--- src/rtl/ewmate_pkg.sv ---
package ewmate_pkg;

   localparam int unsigned TIME_UNITS_DEFAULT = 1000;
   localparam int unsigned WEIGHT_FRAC_BITS   = 8;
   localparam int unsigned WEIGHT_W           = WEIGHT_FRAC_BITS + 1;
   localparam int unsigned RATE_FRAC_BITS     = 8;
   localparam int unsigned TIME_W             = 32;
   localparam int unsigned BITS_W             = 16;
   localparam int unsigned COUNT_W            = 40;
   localparam int unsigned EST_W              = 48;
   localparam int unsigned RATE_W             = 40;
   localparam int unsigned MIN_W              = 16;
   localparam int unsigned CSR_DATA_W         = 16;
   localparam int unsigned BLEND_ACC_W        = EST_W + WEIGHT_FRAC_BITS + 1;

   localparam logic [WEIGHT_W-1:0] FULL_WEIGHT = WEIGHT_W'(1) << WEIGHT_FRAC_BITS;

   typedef enum logic {
      CSR_BLEND_WEIGHT = 1'b0,
      CSR_MIN_INTERVAL = 1'b1
   } csr_index_type;

   typedef enum logic {
      ALU_ADD = 1'b0,
      ALU_SUB = 1'b1
   } alu_op_type;

   typedef struct packed {
      logic                command;
      logic [TIME_W-1:0]   arrival_time_ms;
      logic [BITS_W-1:0]   packet_bits;
   } req_type;

   typedef struct packed {
      logic [RATE_W-1:0]   rate_bps;
      logic                estimate_updated;
      logic                tracking_active;
   } rsp_type;

endpackage

--- src/rtl/ewma_throughput_estimator_core.sv ---
// Throughput estimator with an exponentially weighted moving average.
// Input transactions on req_valid/req_stall carry a command (0 = start tracking
// at the given timestamp, 1 = packet arrival), a millisecond timestamp and the
// packet size in bits. Every input transaction yields one output transaction on
// rsp_valid/rsp_stall with the smoothed rate in bits per second, a flag that the
// transaction closed an interval and updated the estimate, and the tracking flag.
// The csr port writes blend_weight (index 0) and min_interval_ms (index 1); it
// is always ready and must only be used while the block is idle.
// A start command, an ignored arrival or an arrival that does not close an
// interval goes from idle to the done state, which loads the output register
// once it is free and returns to idle. An arrival that closes an interval
// runs one shared adder through a shift-add multiply by TIME_UNITS_PER_SECOND (T),
// a restoring divide with a quotient of 40 + clog2(T+1) + 8 bits and two
// shift-add blend passes over the 9-bit weight before the fin state writes the
// estimate; when the estimate was zero, the sample is loaded without blending.
// One item is in flight at a time; req_stall is high from acceptance until the
// result enters the output register, which may still wait on rsp_stall while
// the next transaction is accepted. A stalled output holds its data.
// Synchronous reset clears the estimate, the interval, the tracking flag and
// restores blend_weight to 128 and min_interval_ms to 100.
module ewma_throughput_estimator_core #(
   parameter int unsigned TIME_UNITS_PER_SECOND = ewmate_pkg::TIME_UNITS_DEFAULT
) (
   input  logic                                  clock,
   input  logic                                  reset,
   input  logic                                  req_valid,
   output logic                                  req_stall,
   input  ewmate_pkg::req_type                   req_data,
   output logic                                  rsp_valid,
   input  logic                                  rsp_stall,
   output ewmate_pkg::rsp_type                   rsp_data,
   input  logic                                  csr_valid,
   output logic                                  csr_ready,
   input  ewmate_pkg::csr_index_type             csr_index,
   input  logic [ewmate_pkg::CSR_DATA_W-1:0]     csr_data
);
   import ewmate_pkg::*;

   localparam int unsigned TW = $clog2(TIME_UNITS_PER_SECOND + 1);
   localparam int unsigned NW = COUNT_W + TW;
   localparam int unsigned DW = NW + RATE_FRAC_BITS;
   localparam int unsigned AW = (NW > BLEND_ACC_W) ? NW : BLEND_ACC_W;
   localparam int unsigned MW = (TW > WEIGHT_W) ? TW : WEIGHT_W;
   localparam int unsigned CW = $clog2(DW + 1);

   localparam logic [CW-1:0]      MUL_LAST   = CW'(TW - 1);
   localparam logic [CW-1:0]      DIV_LAST   = CW'(DW - 1);
   localparam logic [CW-1:0]      BLEND_LAST = CW'(WEIGHT_W - 1);
   localparam logic [COUNT_W-1:0] COUNT_MAX  = '1;
   localparam logic [EST_W-1:0]   EST_MAX    = '1;

   typedef enum logic [7:0] {
      ST_IDLE = 8'b0000_0001,
      ST_MUL  = 8'b0000_0010,
      ST_DIV  = 8'b0000_0100,
      ST_SAT  = 8'b0000_1000,
      ST_BLDS = 8'b0001_0000,
      ST_BLDE = 8'b0010_0000,
      ST_FIN  = 8'b0100_0000,
      ST_DONE = 8'b1000_0000
   } state_type;

   state_type            state_ff, state_in;
   logic [TIME_W-1:0]    start_ff, start_in;
   logic [COUNT_W-1:0]   count_ff, count_in;
   logic [EST_W-1:0]     est_ff, est_in;
   logic                 started_ff, started_in;
   logic [WEIGHT_W-1:0]  weight_ff, weight_in;
   logic [MIN_W-1:0]     min_ff, min_in;
   logic [TIME_W-1:0]    elapsed_ff, elapsed_in;
   logic [AW-1:0]        acc_ff, acc_in;
   logic [AW-1:0]        mcand_ff, mcand_in;
   logic [MW-1:0]        mplier_ff, mplier_in;
   logic [TIME_W-1:0]    rem_ff, rem_in;
   logic [DW-1:0]        quo_ff, quo_in;
   logic [CW-1:0]        iter_ff, iter_in;
   logic                 upd_ff, upd_in;
   logic                 rsp_valid_ff, rsp_valid_in;
   rsp_type              rsp_data_ff, rsp_data_in;

   alu_op_type           alu_op;
   logic [AW-1:0]        alu_a;
   logic [AW-1:0]        alu_b;
   logic [AW-1:0]        alu_result;
   logic                 alu_borrow;

   logic [COUNT_W:0]     count_sum;
   logic [COUNT_W-1:0]   count_sat;
   logic [TIME_W-1:0]    elapsed_now;
   logic [TIME_W-1:0]    trial;
   logic [EST_W-1:0]     sample;
   logic [WEIGHT_W-1:0]  weight_eff;
   logic                 out_free;

   ewmate_alu #(
      .WIDTH(AW)
   ) u_alu (
      .op        (alu_op),
      .operand_a (alu_a),
      .operand_b (alu_b),
      .result    (alu_result),
      .borrow    (alu_borrow)
   );

   assign req_stall = (state_ff != ST_IDLE);
   assign rsp_valid = rsp_valid_ff;
   assign rsp_data  = rsp_data_ff;
   assign csr_ready = 1'b1;

   assign count_sum   = {1'b0, count_ff} + (COUNT_W + 1)'(req_data.packet_bits);
   assign count_sat   = count_sum[COUNT_W] ? COUNT_MAX : count_sum[COUNT_W-1:0];
   assign elapsed_now = req_data.arrival_time_ms - start_ff;
   assign trial       = {rem_ff[TIME_W-2:0], acc_ff[NW-1]};
   assign sample      = (quo_ff[DW-1:EST_W] != '0) ? EST_MAX : quo_ff[EST_W-1:0];
   assign weight_eff  = (weight_ff > FULL_WEIGHT) ? FULL_WEIGHT : weight_ff;
   assign out_free    = !rsp_valid_ff || !rsp_stall;

   always_comb begin
      if (state_ff == ST_DIV) begin
         alu_op = ALU_SUB;
         alu_a  = AW'({rem_ff, acc_ff[NW-1]});
         alu_b  = AW'(elapsed_ff);
      end else begin
         alu_op = ALU_ADD;
         alu_a  = acc_ff;
         alu_b  = mcand_ff;
      end
   end

   always_comb begin
      state_in     = state_ff;
      start_in     = start_ff;
      count_in     = count_ff;
      est_in       = est_ff;
      started_in   = started_ff;
      weight_in    = weight_ff;
      min_in       = min_ff;
      elapsed_in   = elapsed_ff;
      acc_in       = acc_ff;
      mcand_in     = mcand_ff;
      mplier_in    = mplier_ff;
      rem_in       = rem_ff;
      quo_in       = quo_ff;
      iter_in      = iter_ff;
      upd_in       = upd_ff;
      rsp_valid_in = rsp_valid_ff;
      rsp_data_in  = rsp_data_ff;

      if (rsp_valid_ff && !rsp_stall) begin
         rsp_valid_in = 1'b0;
      end

      if (csr_valid && csr_ready) begin
         case (csr_index)
            CSR_BLEND_WEIGHT: weight_in = csr_data[WEIGHT_W-1:0];
            CSR_MIN_INTERVAL: min_in    = csr_data[MIN_W-1:0];
            default: ;
         endcase
      end

      if (state_ff == ST_MUL || state_ff == ST_BLDS || state_ff == ST_BLDE) begin
         if (mplier_ff[0]) begin
            acc_in = alu_result;
         end
         mcand_in  = mcand_ff << 1;
         mplier_in = mplier_ff >> 1;
         iter_in   = iter_ff + CW'(1);
      end

      case (state_ff)
         ST_IDLE: begin
            if (req_valid) begin
               upd_in   = 1'b0;
               state_in = ST_DONE;
               if (!req_data.command) begin
                  start_in   = req_data.arrival_time_ms;
                  count_in   = '0;
                  est_in     = '0;
                  started_in = 1'b1;
               end else if (started_ff) begin
                  if (elapsed_now > TIME_W'(min_ff)) begin
                     elapsed_in = elapsed_now;
                     start_in   = req_data.arrival_time_ms;
                     count_in   = '0;
                     acc_in     = '0;
                     mcand_in   = AW'(count_sat);
                     mplier_in  = MW'(TIME_UNITS_PER_SECOND);
                     iter_in    = '0;
                     upd_in     = 1'b1;
                     state_in   = ST_MUL;
                  end else begin
                     count_in = count_sat;
                  end
               end
            end
         end
         ST_MUL: begin
            if (iter_ff == MUL_LAST) begin
               iter_in  = '0;
               rem_in   = '0;
               quo_in   = '0;
               state_in = ST_DIV;
            end
         end
         ST_DIV: begin
            rem_in  = alu_borrow ? trial : alu_result[TIME_W-1:0];
            quo_in  = {quo_ff[DW-2:0], !alu_borrow};
            acc_in  = acc_ff << 1;
            iter_in = iter_ff + CW'(1);
            if (iter_ff == DIV_LAST) begin
               state_in = ST_SAT;
            end
         end
         ST_SAT: begin
            if (est_ff == '0) begin
               est_in   = sample;
               state_in = ST_DONE;
            end else begin
               acc_in    = AW'(FULL_WEIGHT >> 1);
               mcand_in  = AW'(sample);
               mplier_in = MW'(weight_eff);
               iter_in   = '0;
               state_in  = ST_BLDS;
            end
         end
         ST_BLDS: begin
            if (iter_ff == BLEND_LAST) begin
               mcand_in  = AW'(est_ff);
               mplier_in = MW'(FULL_WEIGHT - weight_eff);
               iter_in   = '0;
               state_in  = ST_BLDE;
            end
         end
         ST_BLDE: begin
            if (iter_ff == BLEND_LAST) begin
               state_in = ST_FIN;
            end
         end
         ST_FIN: begin
            est_in   = acc_ff[WEIGHT_FRAC_BITS +: EST_W];
            state_in = ST_DONE;
         end
         ST_DONE: begin
            if (out_free) begin
               rsp_valid_in                 = 1'b1;
               rsp_data_in.rate_bps         = est_ff[RATE_FRAC_BITS +: RATE_W];
               rsp_data_in.estimate_updated = upd_ff;
               rsp_data_in.tracking_active  = started_ff;
               state_in                     = ST_IDLE;
            end
         end
         default: begin
            state_in = ST_IDLE;
         end
      endcase
   end

   always_ff @(posedge clock) begin
      if (reset) begin
         state_ff     <= ST_IDLE;
         start_ff     <= '0;
         count_ff     <= '0;
         est_ff       <= '0;
         started_ff   <= 1'b0;
         weight_ff    <= WEIGHT_W'(128);
         min_ff       <= MIN_W'(100);
         rsp_valid_ff <= 1'b0;
      end else begin
         state_ff     <= state_in;
         start_ff     <= start_in;
         count_ff     <= count_in;
         est_ff       <= est_in;
         started_ff   <= started_in;
         weight_ff    <= weight_in;
         min_ff       <= min_in;
         rsp_valid_ff <= rsp_valid_in;
      end
   end

   always_ff @(posedge clock) begin
      elapsed_ff  <= elapsed_in;
      acc_ff      <= acc_in;
      mcand_ff    <= mcand_in;
      mplier_ff   <= mplier_in;
      rem_ff      <= rem_in;
      quo_ff      <= quo_in;
      iter_ff     <= iter_in;
      upd_ff      <= upd_in;
      rsp_data_ff <= rsp_data_in;
   end

   a_update_needs_tracking: assert property (@(posedge clock) disable iff (reset)
      rsp_valid |-> (!rsp_data.estimate_updated || rsp_data.tracking_active))
      else $error("Estimate update reported without tracking active.");

   a_div_remainder_bound: assert property (@(posedge clock) disable iff (reset)
      (state_ff == ST_DIV) |-> (rem_ff < elapsed_ff))
      else $error("Divider remainder not below the elapsed time.");

   a_busy_after_accept: assert property (@(posedge clock) disable iff (reset)
      (req_valid && !req_stall) |=> req_stall)
      else $error("Input accepted again while a transaction is in flight.");

endmodule

--- src/rtl/ewmate_alu.sv ---
module ewmate_alu #(
   parameter int unsigned WIDTH = 57
) (
   input  ewmate_pkg::alu_op_type op,
   input  logic [WIDTH-1:0]       operand_a,
   input  logic [WIDTH-1:0]       operand_b,
   output logic [WIDTH-1:0]       result,
   output logic                   borrow
);
   import ewmate_pkg::*;

   logic              sub;
   logic [WIDTH:0]    sum;

   assign sub    = (op == ALU_SUB);
   assign sum    = {1'b0, operand_a} + ({1'b0, operand_b} ^ {(WIDTH + 1){sub}})
                   + (WIDTH + 1)'(sub);
   assign result = sum[WIDTH-1:0];
   assign borrow = sub & sum[WIDTH];

endmodule

--- config.mk ---
export PLATFORM = sky130hd
export DESIGN_NAME = ewma_throughput_estimator_core
export DESIGN_NICKNAME = d
export VERILOG_FILES = /design/src/rtl/ewmate_pkg.sv /design/src/rtl/ewma_throughput_estimator_core.sv /design/src/rtl/ewmate_alu.sv
export SDC_FILE = /design/constraint.sdc
export NUM_CORES = 1
export LEC_CHECK = 0
export BUFFER_PORTS_ARGS = -buffer_cell sky130_fd_sc_hd__buf_2
export CAP_MARGIN = 20
export CORE_MARGIN = 2
export CORE_UTILIZATION = 45
export DETAILED_ROUTE_END_ITERATION = 6
export PLACE_DENSITY = 0.61
export SYNTH_ARGS = -nofsm -noshare
export SYNTH_HDL_FRONTEND = slang
export SYNTH_SLANG_ARGS = --single-unit
--- constraint.sdc ---
create_clock -name clock -period 17.26 [get_ports clock]
set_input_delay 5.178 -clock clock [delete_from_list [all_inputs] [get_ports clock]]
set_output_delay 5.178 -clock clock [all_outputs]
set_load 0.05 [all_outputs]
# After elaboration in Yosys (flattened, before gate mapping)
# Index checks and enable logic that the tools add are counted.
[totals]
reg_bits = 450
input_bits = 71
output_inout_bits = 45
word_cells = 145
[classes]
bitwise_logic = 4
eq_ne = 22
mux = 69
n_reduce_logical = 23
add_sub_neg = 6
magnitude_cmp = 2
[ops]
columns = ["operator", "count"]
rows = [
  ["$mux 57", 16],
  ["$pmux 57 s3", 2],
  ["$mux 48", 4],
  ["$mux 32", 5],
  ["$mux 40", 4],
  ["$pmux 48 s3", 1],
  ["$pmux 58 s2", 1],
  ["$mux 8", 10],
  ["$mux 10", 7],
  ["$pmux 32 s2", 1],
  ["$pmux 8 s8", 1],
  ["$add 57x58->58", 1],
  ["$add 58x1->58", 1],
  ["$mux 58", 1],
  ["$xor 57x58->58", 1],
  ["$logic_not 48->1", 1],
  ["$mux 6", 8],
  ["$add 40x16->41", 1],
  ["$gt 32x16->1", 1],
  ["$sub 32x32->32", 1],
  ["$pmux 10 s3", 1],
  ["$pmux 6 s5", 1],
  ["$eq 6x4->1 const B", 2],
  ["$ne 2x1->1 const B", 6],
  ["29 further kinds", 48],
]

# Longest topological paths before layout
[depth]
word_depth = 12
ltp_mapped = 23
ltp_nobuf = 21

# Cells and area by module
# Synthesis repeated with hierarchy kept, for this count alone.
[unflattened]
cells_unflattened = 3245
area_unflattened_um2 = 27540.2
[by_module_without_submodules]
columns = ["module", "instances", "seq_area_each_um2", "cells_each", "area_per_inst_um2"]
rows = [
  ["ewma_throughput_estimator_core", 1, 10660.2, 2679, 23592.6],
  ["ewmate_alu", 1, 0.0, 566, 3947.5],
]

# Least setup slack after synthesis
# Ideal clock, no wire load.
[synth_timing]
path_type = "input to register"
from = "input req_data[22] (netlist bit)"
to = "register mcand_ff[20]"
t_required_ns = 17.181
slack_ns = 7.549
n_path_buf = 2
t_arrival_ns = 9.632
setup_time_ns = 0.079
path_stages = 20
path_cell_list = "ha_1 -> buf_2 -> a21o_1 -> or3_1 -> o21a_1 -> nor2_1 -> o21ai_0 -> xor2_1 -> ha_1 -> nand4_1 -> a311o_1 -> o211ai_1 -> a211oi_1 -> and4b_1 -> nand4_4 -> nand2_2 -> inv_2 -> clkbuf_1 -> o21ai_0 -> o211ai_1"
[synth_between]
elab_chain_len = 7
[synth_lines]
columns = ["element", "line_no", "text"]
rows = [
  ["from (decl)", "ewma_throughput_estimator_core.sv:28", "input ewmate_pkg::req_type req_data,"],
  ["$sub 32x32->32", "ewma_throughput_estimator_core.sv:112", "assign elapsed_now = req_data.arrival_time_ms - start_ff;"],
  ["net elapsed_now[13]", "ewma_throughput_estimator_core.sv:89", "logic [TIME_W-1:0] elapsed_now;"],
  ["$gt 32x16->1", "ewma_throughput_estimator_core.sv:181", "if (elapsed_now > TIME_W'(min_ff)) begin"],
  ["$mux 57", "ewma_throughput_estimator_core.sv:181", ""],
  ["$mux 57", "ewma_throughput_estimator_core.sv:180", "end else if (started_ff) begin"],
  ["$mux 57", "ewma_throughput_estimator_core.sv:175", "if (!req_data.command) begin"],
  ["$mux 57", "ewma_throughput_estimator_core.sv:172", "if (req_valid) begin"],
  ["$pmux 57 s3", "ewma_throughput_estimator_core.sv:170", "case (state_ff)"],
  ["net mcand_in[20]", "ewma_throughput_estimator_core.sv:72", "logic [AW-1:0] mcand_ff, mcand_in;"],
  ["to (signal assigned)", "ewma_throughput_estimator_core.sv:283", "mcand_ff <= mcand_in;"],
  ["to (decl)", "ewma_throughput_estimator_core.sv:72", ""],
]
# The timed path passes the listed nets, and every way through them passes these cells.
# A chain may end at the register's enable or synchronous reset.

# Worst setup path in the final report
[layout_timing]
from = "input req_data[22] (netlist bit)"
to = "register mplier_ff[5]"
[layout_between]
elab_chain_len = 7
[layout_lines]
columns = ["element", "line_no", "text"]
rows = [
  ["$sub 32x32->32", "ewma_throughput_estimator_core.sv:112", ""],
  ["net elapsed_now[13]", "ewma_throughput_estimator_core.sv:89", ""],
  ["$gt 32x16->1", "ewma_throughput_estimator_core.sv:181", ""],
  ["$mux 10", "ewma_throughput_estimator_core.sv:181", ""],
  ["$mux 10", "ewma_throughput_estimator_core.sv:180", ""],
  ["$mux 10", "ewma_throughput_estimator_core.sv:175", ""],
  ["$mux 10", "ewma_throughput_estimator_core.sv:172", ""],
  ["$pmux 10 s3", "ewma_throughput_estimator_core.sv:170", ""],
  ["net mplier_in[5]", "ewma_throughput_estimator_core.sv:73", "logic [MW-1:0] mplier_ff, mplier_in;"],
  ["to (signal assigned)", "ewma_throughput_estimator_core.sv:284", "mplier_ff <= mplier_in;"],
  ["to (decl)", "ewma_throughput_estimator_core.sv:73", ""],
]
# The timed path passes the listed nets, and every way through them passes these cells.

==> out/qor.csv <==
stage,metric,value,unit
status,status,finished clean,
final_layout,share of cells above drive strength 1,0.0927,
die,Initial Util,0.453,
synthesis,Post-Syn Area,0.0266,sq mm
synthesis,async set-reset flop share out of synthesis,0,
clocking,CTS Hold Buffers Added,0,
synthesis,Main synth FF type,dfxtp_1,
sta,final hold vios,0,
route,drt initial violations,2016,
final_layout,antenna cells,0,
synthesis,most numerous cell in the Yosys netlist,nand2_1,
synthesis,Netlist cell types,100,
clocking,clock sink count,450,
worst_setup_path,"Req. time, crit path",17.76,ns
worst_hold_path,HP Class,register to register,
route,Avg WL per Cell,21.0,um
worst_setup_path,critical path peak fanout,43,
global_routing,number of global-route vias before repair,22400,
synthesis,"flops & latches, synth",450,
clocking,clock latency on the worst-skew pair,0.63,ns
sta,Slew HR,0.311,
synthesis,register area share after synthesis,0.401,
sta,Slew Limit Fails,0,
die,# IOs,116,
synthesis,yosys warns,0,
global_routing,initial antenna violation count,2,
worst_setup_path,reg2reg setup slack,10.54,ns
sta,Final Critical Period,9.86,ns
global_routing,"Remaining Overflow, GRT",0,
sta,"Period Utilization, post-route",0.572,
worst_setup_path,Reg2Reg Depth,17,
pwr,Pwr Density,111,mW/mm^2
sta,setup_tns,0,ns
worst_setup_path,crit path DAT,10.36,ns
sta,endpoints failing setup,0,
placement,IO Port Bufs,114,
synthesis,Area contributors post-synth,"dfxtp_1 (21%), edfxtp_1 (19%), nand2_1 (6.2%)",
worst_setup_path,Worst Setup End Kind,register,
global_routing,All-Layer GR Usage,0.269,
global_routing,largest net degree at the start of global routing,97,
clocking,CTS max path bufs,3,
route,DRT met1 WL,35.3,mm
die,Die Ht,247,um
sta,skew final,0.0212,ns
route,vias per cell,5.96,
worst_setup_path,startpoint types,input port,
die,die width,247,um
route,via count,23600,
worst_hold_path,hold path depth,0,
synthesis,"EDFF count, synth",165,
sta,actual slew at the worst max-slew pin,1.03,ns
route,TritonRoute pass-1 iters,6,
synthesis,Syn Inst Count,3139,
clocking,# H-tree levels,2,
route,met3 WL post-DR,5.93,mm
clocking,clock root buffer,clkbuf_16,
sta,RSZ-0062 raised after global routing,no,
flow_run,Max-cap violations,0,
synthesis,top cell type's share of synthesized area,0.215,
die,Core Footprint,0.0587,sq mm
synthesis,"top cells by count, synth","nand2_1 (436), nor2_1 (317), dfxtp_1 (285)",
final_layout,synth-to-layout area growth,10.9,%
clocking,PostCTS Resize Cnt,0,
clocking,CTS tree,built,
final_layout,fin cells,3966,
placement,placed insts,3869,
pwr,Max IR drop VDD,0.0885,mV
placement,RD Place Congestion,0.951,
clocking,"Setup Fix Bufs, Post-CTS",0,
final_layout,Nets,3347,
synthesis,cell taking the most area after synthesis,dfxtp_1,
synthesis,average size of a mapped cell,8.46,sq um
global_routing,global-route wire length before repair,128,mm
synthesis,Mapped Nets,3336,
clocking,clock buffer count from CTS,51,
placement,DPL Wire Length,60.3,mm
die,placement row count,89,
route,DRC viols,0,
clocking,clk slew on worst S/H paths,0.06,ns
pwr,Pleak,11.6,nW
route,WL met2,38.3,mm
die,die area,0.0610,sq mm
route,Top Metal Used,met5,
route,final antenna-violating net count,0,
worst_setup_path,CP Class,input port to register,
route,Routed WL,83.4,mm
sta,highest clock rate,101,MHz
-- state kept, by name, summed over array words and instances, names as in the netlist, 6 cells and up --
| signal | flops |
|---|---|
| iter_ff | 6 |
| count_ff | 40 |
| min_ff | 16 |
| elapsed_ff | 32 |
| start_ff | 32 |
| state_ff | 8 |
| rsp_data | 42 |
| mplier_ff | 10 |
| acc_ff | 57 |
| quo_ff | 58 |
| weight_ff | 9 |
| rem_ff | 32 |
| est_ff | 48 |
| mcand_ff | 57 |
-- path summary, 6_finish.rpt --
check                     from           end
setup / recovery  req_data[22]  mplier_ff[5]
hold / removal          upd_ff   rsp_data[1]
setup reg to reg   state_ff[7]    acc_ff[40]
hold reg to reg         upd_ff   rsp_data[1]
-- per-layer routing --
metal / global-route usage / vias to the layer above
li1: - / 11300
met4: 0.120 / 2
met2: 0.440 / 857
met5: 0 / -
met1: 0.348 / 11300
met3: 0.0447 / 159
-- stage by stage --
step	instance area [sq um]	worst slack, ns	power, W	hold WS (ns)	util
after floorplan	26600	7.55	0.00188	0.400	-
after global placement	27600	6.95	0.00210	0.416	0.471
after detailed placement	27600	6.82	0.00212	0.426	0.471
after CTS	29400	7.46	0.00329	0.443	0.502
after global routing	29400	7.14	0.00344	0.446	0.502
final	29400	7.40	0.00328	0.441	0.502
-- worst max-delay path, cell delays in order --
cell	delay (ns)
buf_2	0.11
ha_1	0.40
a21o_1	0.22
or3_1	0.37
o21a_1	0.23
nor2_1	0.21
o21ai_0	0.15
xor2_1	0.23
ha_1	0.29
a21o_1	0.16
a21o_1	0.17
a21oi_1	0.18
o211ai_1	0.14
a211oi_1	0.29
and4b_1	0.38
nand4_4	0.20
nand2_2	0.27
inv_2	0.23
buf_4	0.36
or4_1	0.57
-- layout by cell type (no fill, tap or decap), types with 28 or more instances in the layout --
master / count
o211ai_1: 39
and2_1: 97
ha_1: 123
nand2b_1: 42
clkbuf_16: 53
inv_1: 102
a21o_1: 51
a211oi_1: 35
nand4_1: 38
a311oi_1: 37
xor2_1: 41
dfxtp_1: 285
buf_4: 33
buf_2: 113
a21oi_1: 265
mux2i_1: 125
o21ai_0: 245
nand3_1: 50
o21a_1: 29
nor2_1: 314
edfxtp_1: 165
nor3_1: 28
nand2_1: 435
xnor2_1: 55
-- power breakdown --
part           internal, W  leakage, nW  switching [W]
clock network     0.000702        0.885       0.000471
logic             0.000292         6.65       0.000499
registers          0.00120         4.03       0.000114
total              0.00220         11.6        0.00108
-- area by class of cell --
type	instances	area (sq um)
Fill cell	5518	29200
Inverter	105	394
Timing Repair Buffer	146	813
Clock buffer	73	1480
Clock inverter	23	333
Multi-Input combinational cell	2396	14800
Tap cell	773	967
Sequential cell	450	10700
-- cells by family (layout without fill, tap and decap cells) --
group / after synthesis / in the layout / share of synthesized area
compound gates: 904 / 904 / 0.215
xor+xnor: 96 / 96 / 0.0317
fa+ha+maj: 126 / 126 / 0.0602
buf+inv: 293 / 347 / 0.0444
flops: 450 / 450 / 0.401
mux: 135 / 135 / 0.0514
other cells: 1 / 1 / 0.000141
simple gates: 1134 / 1134 / 0.196
No activity file was read; power rests on OpenSTA's default activity.
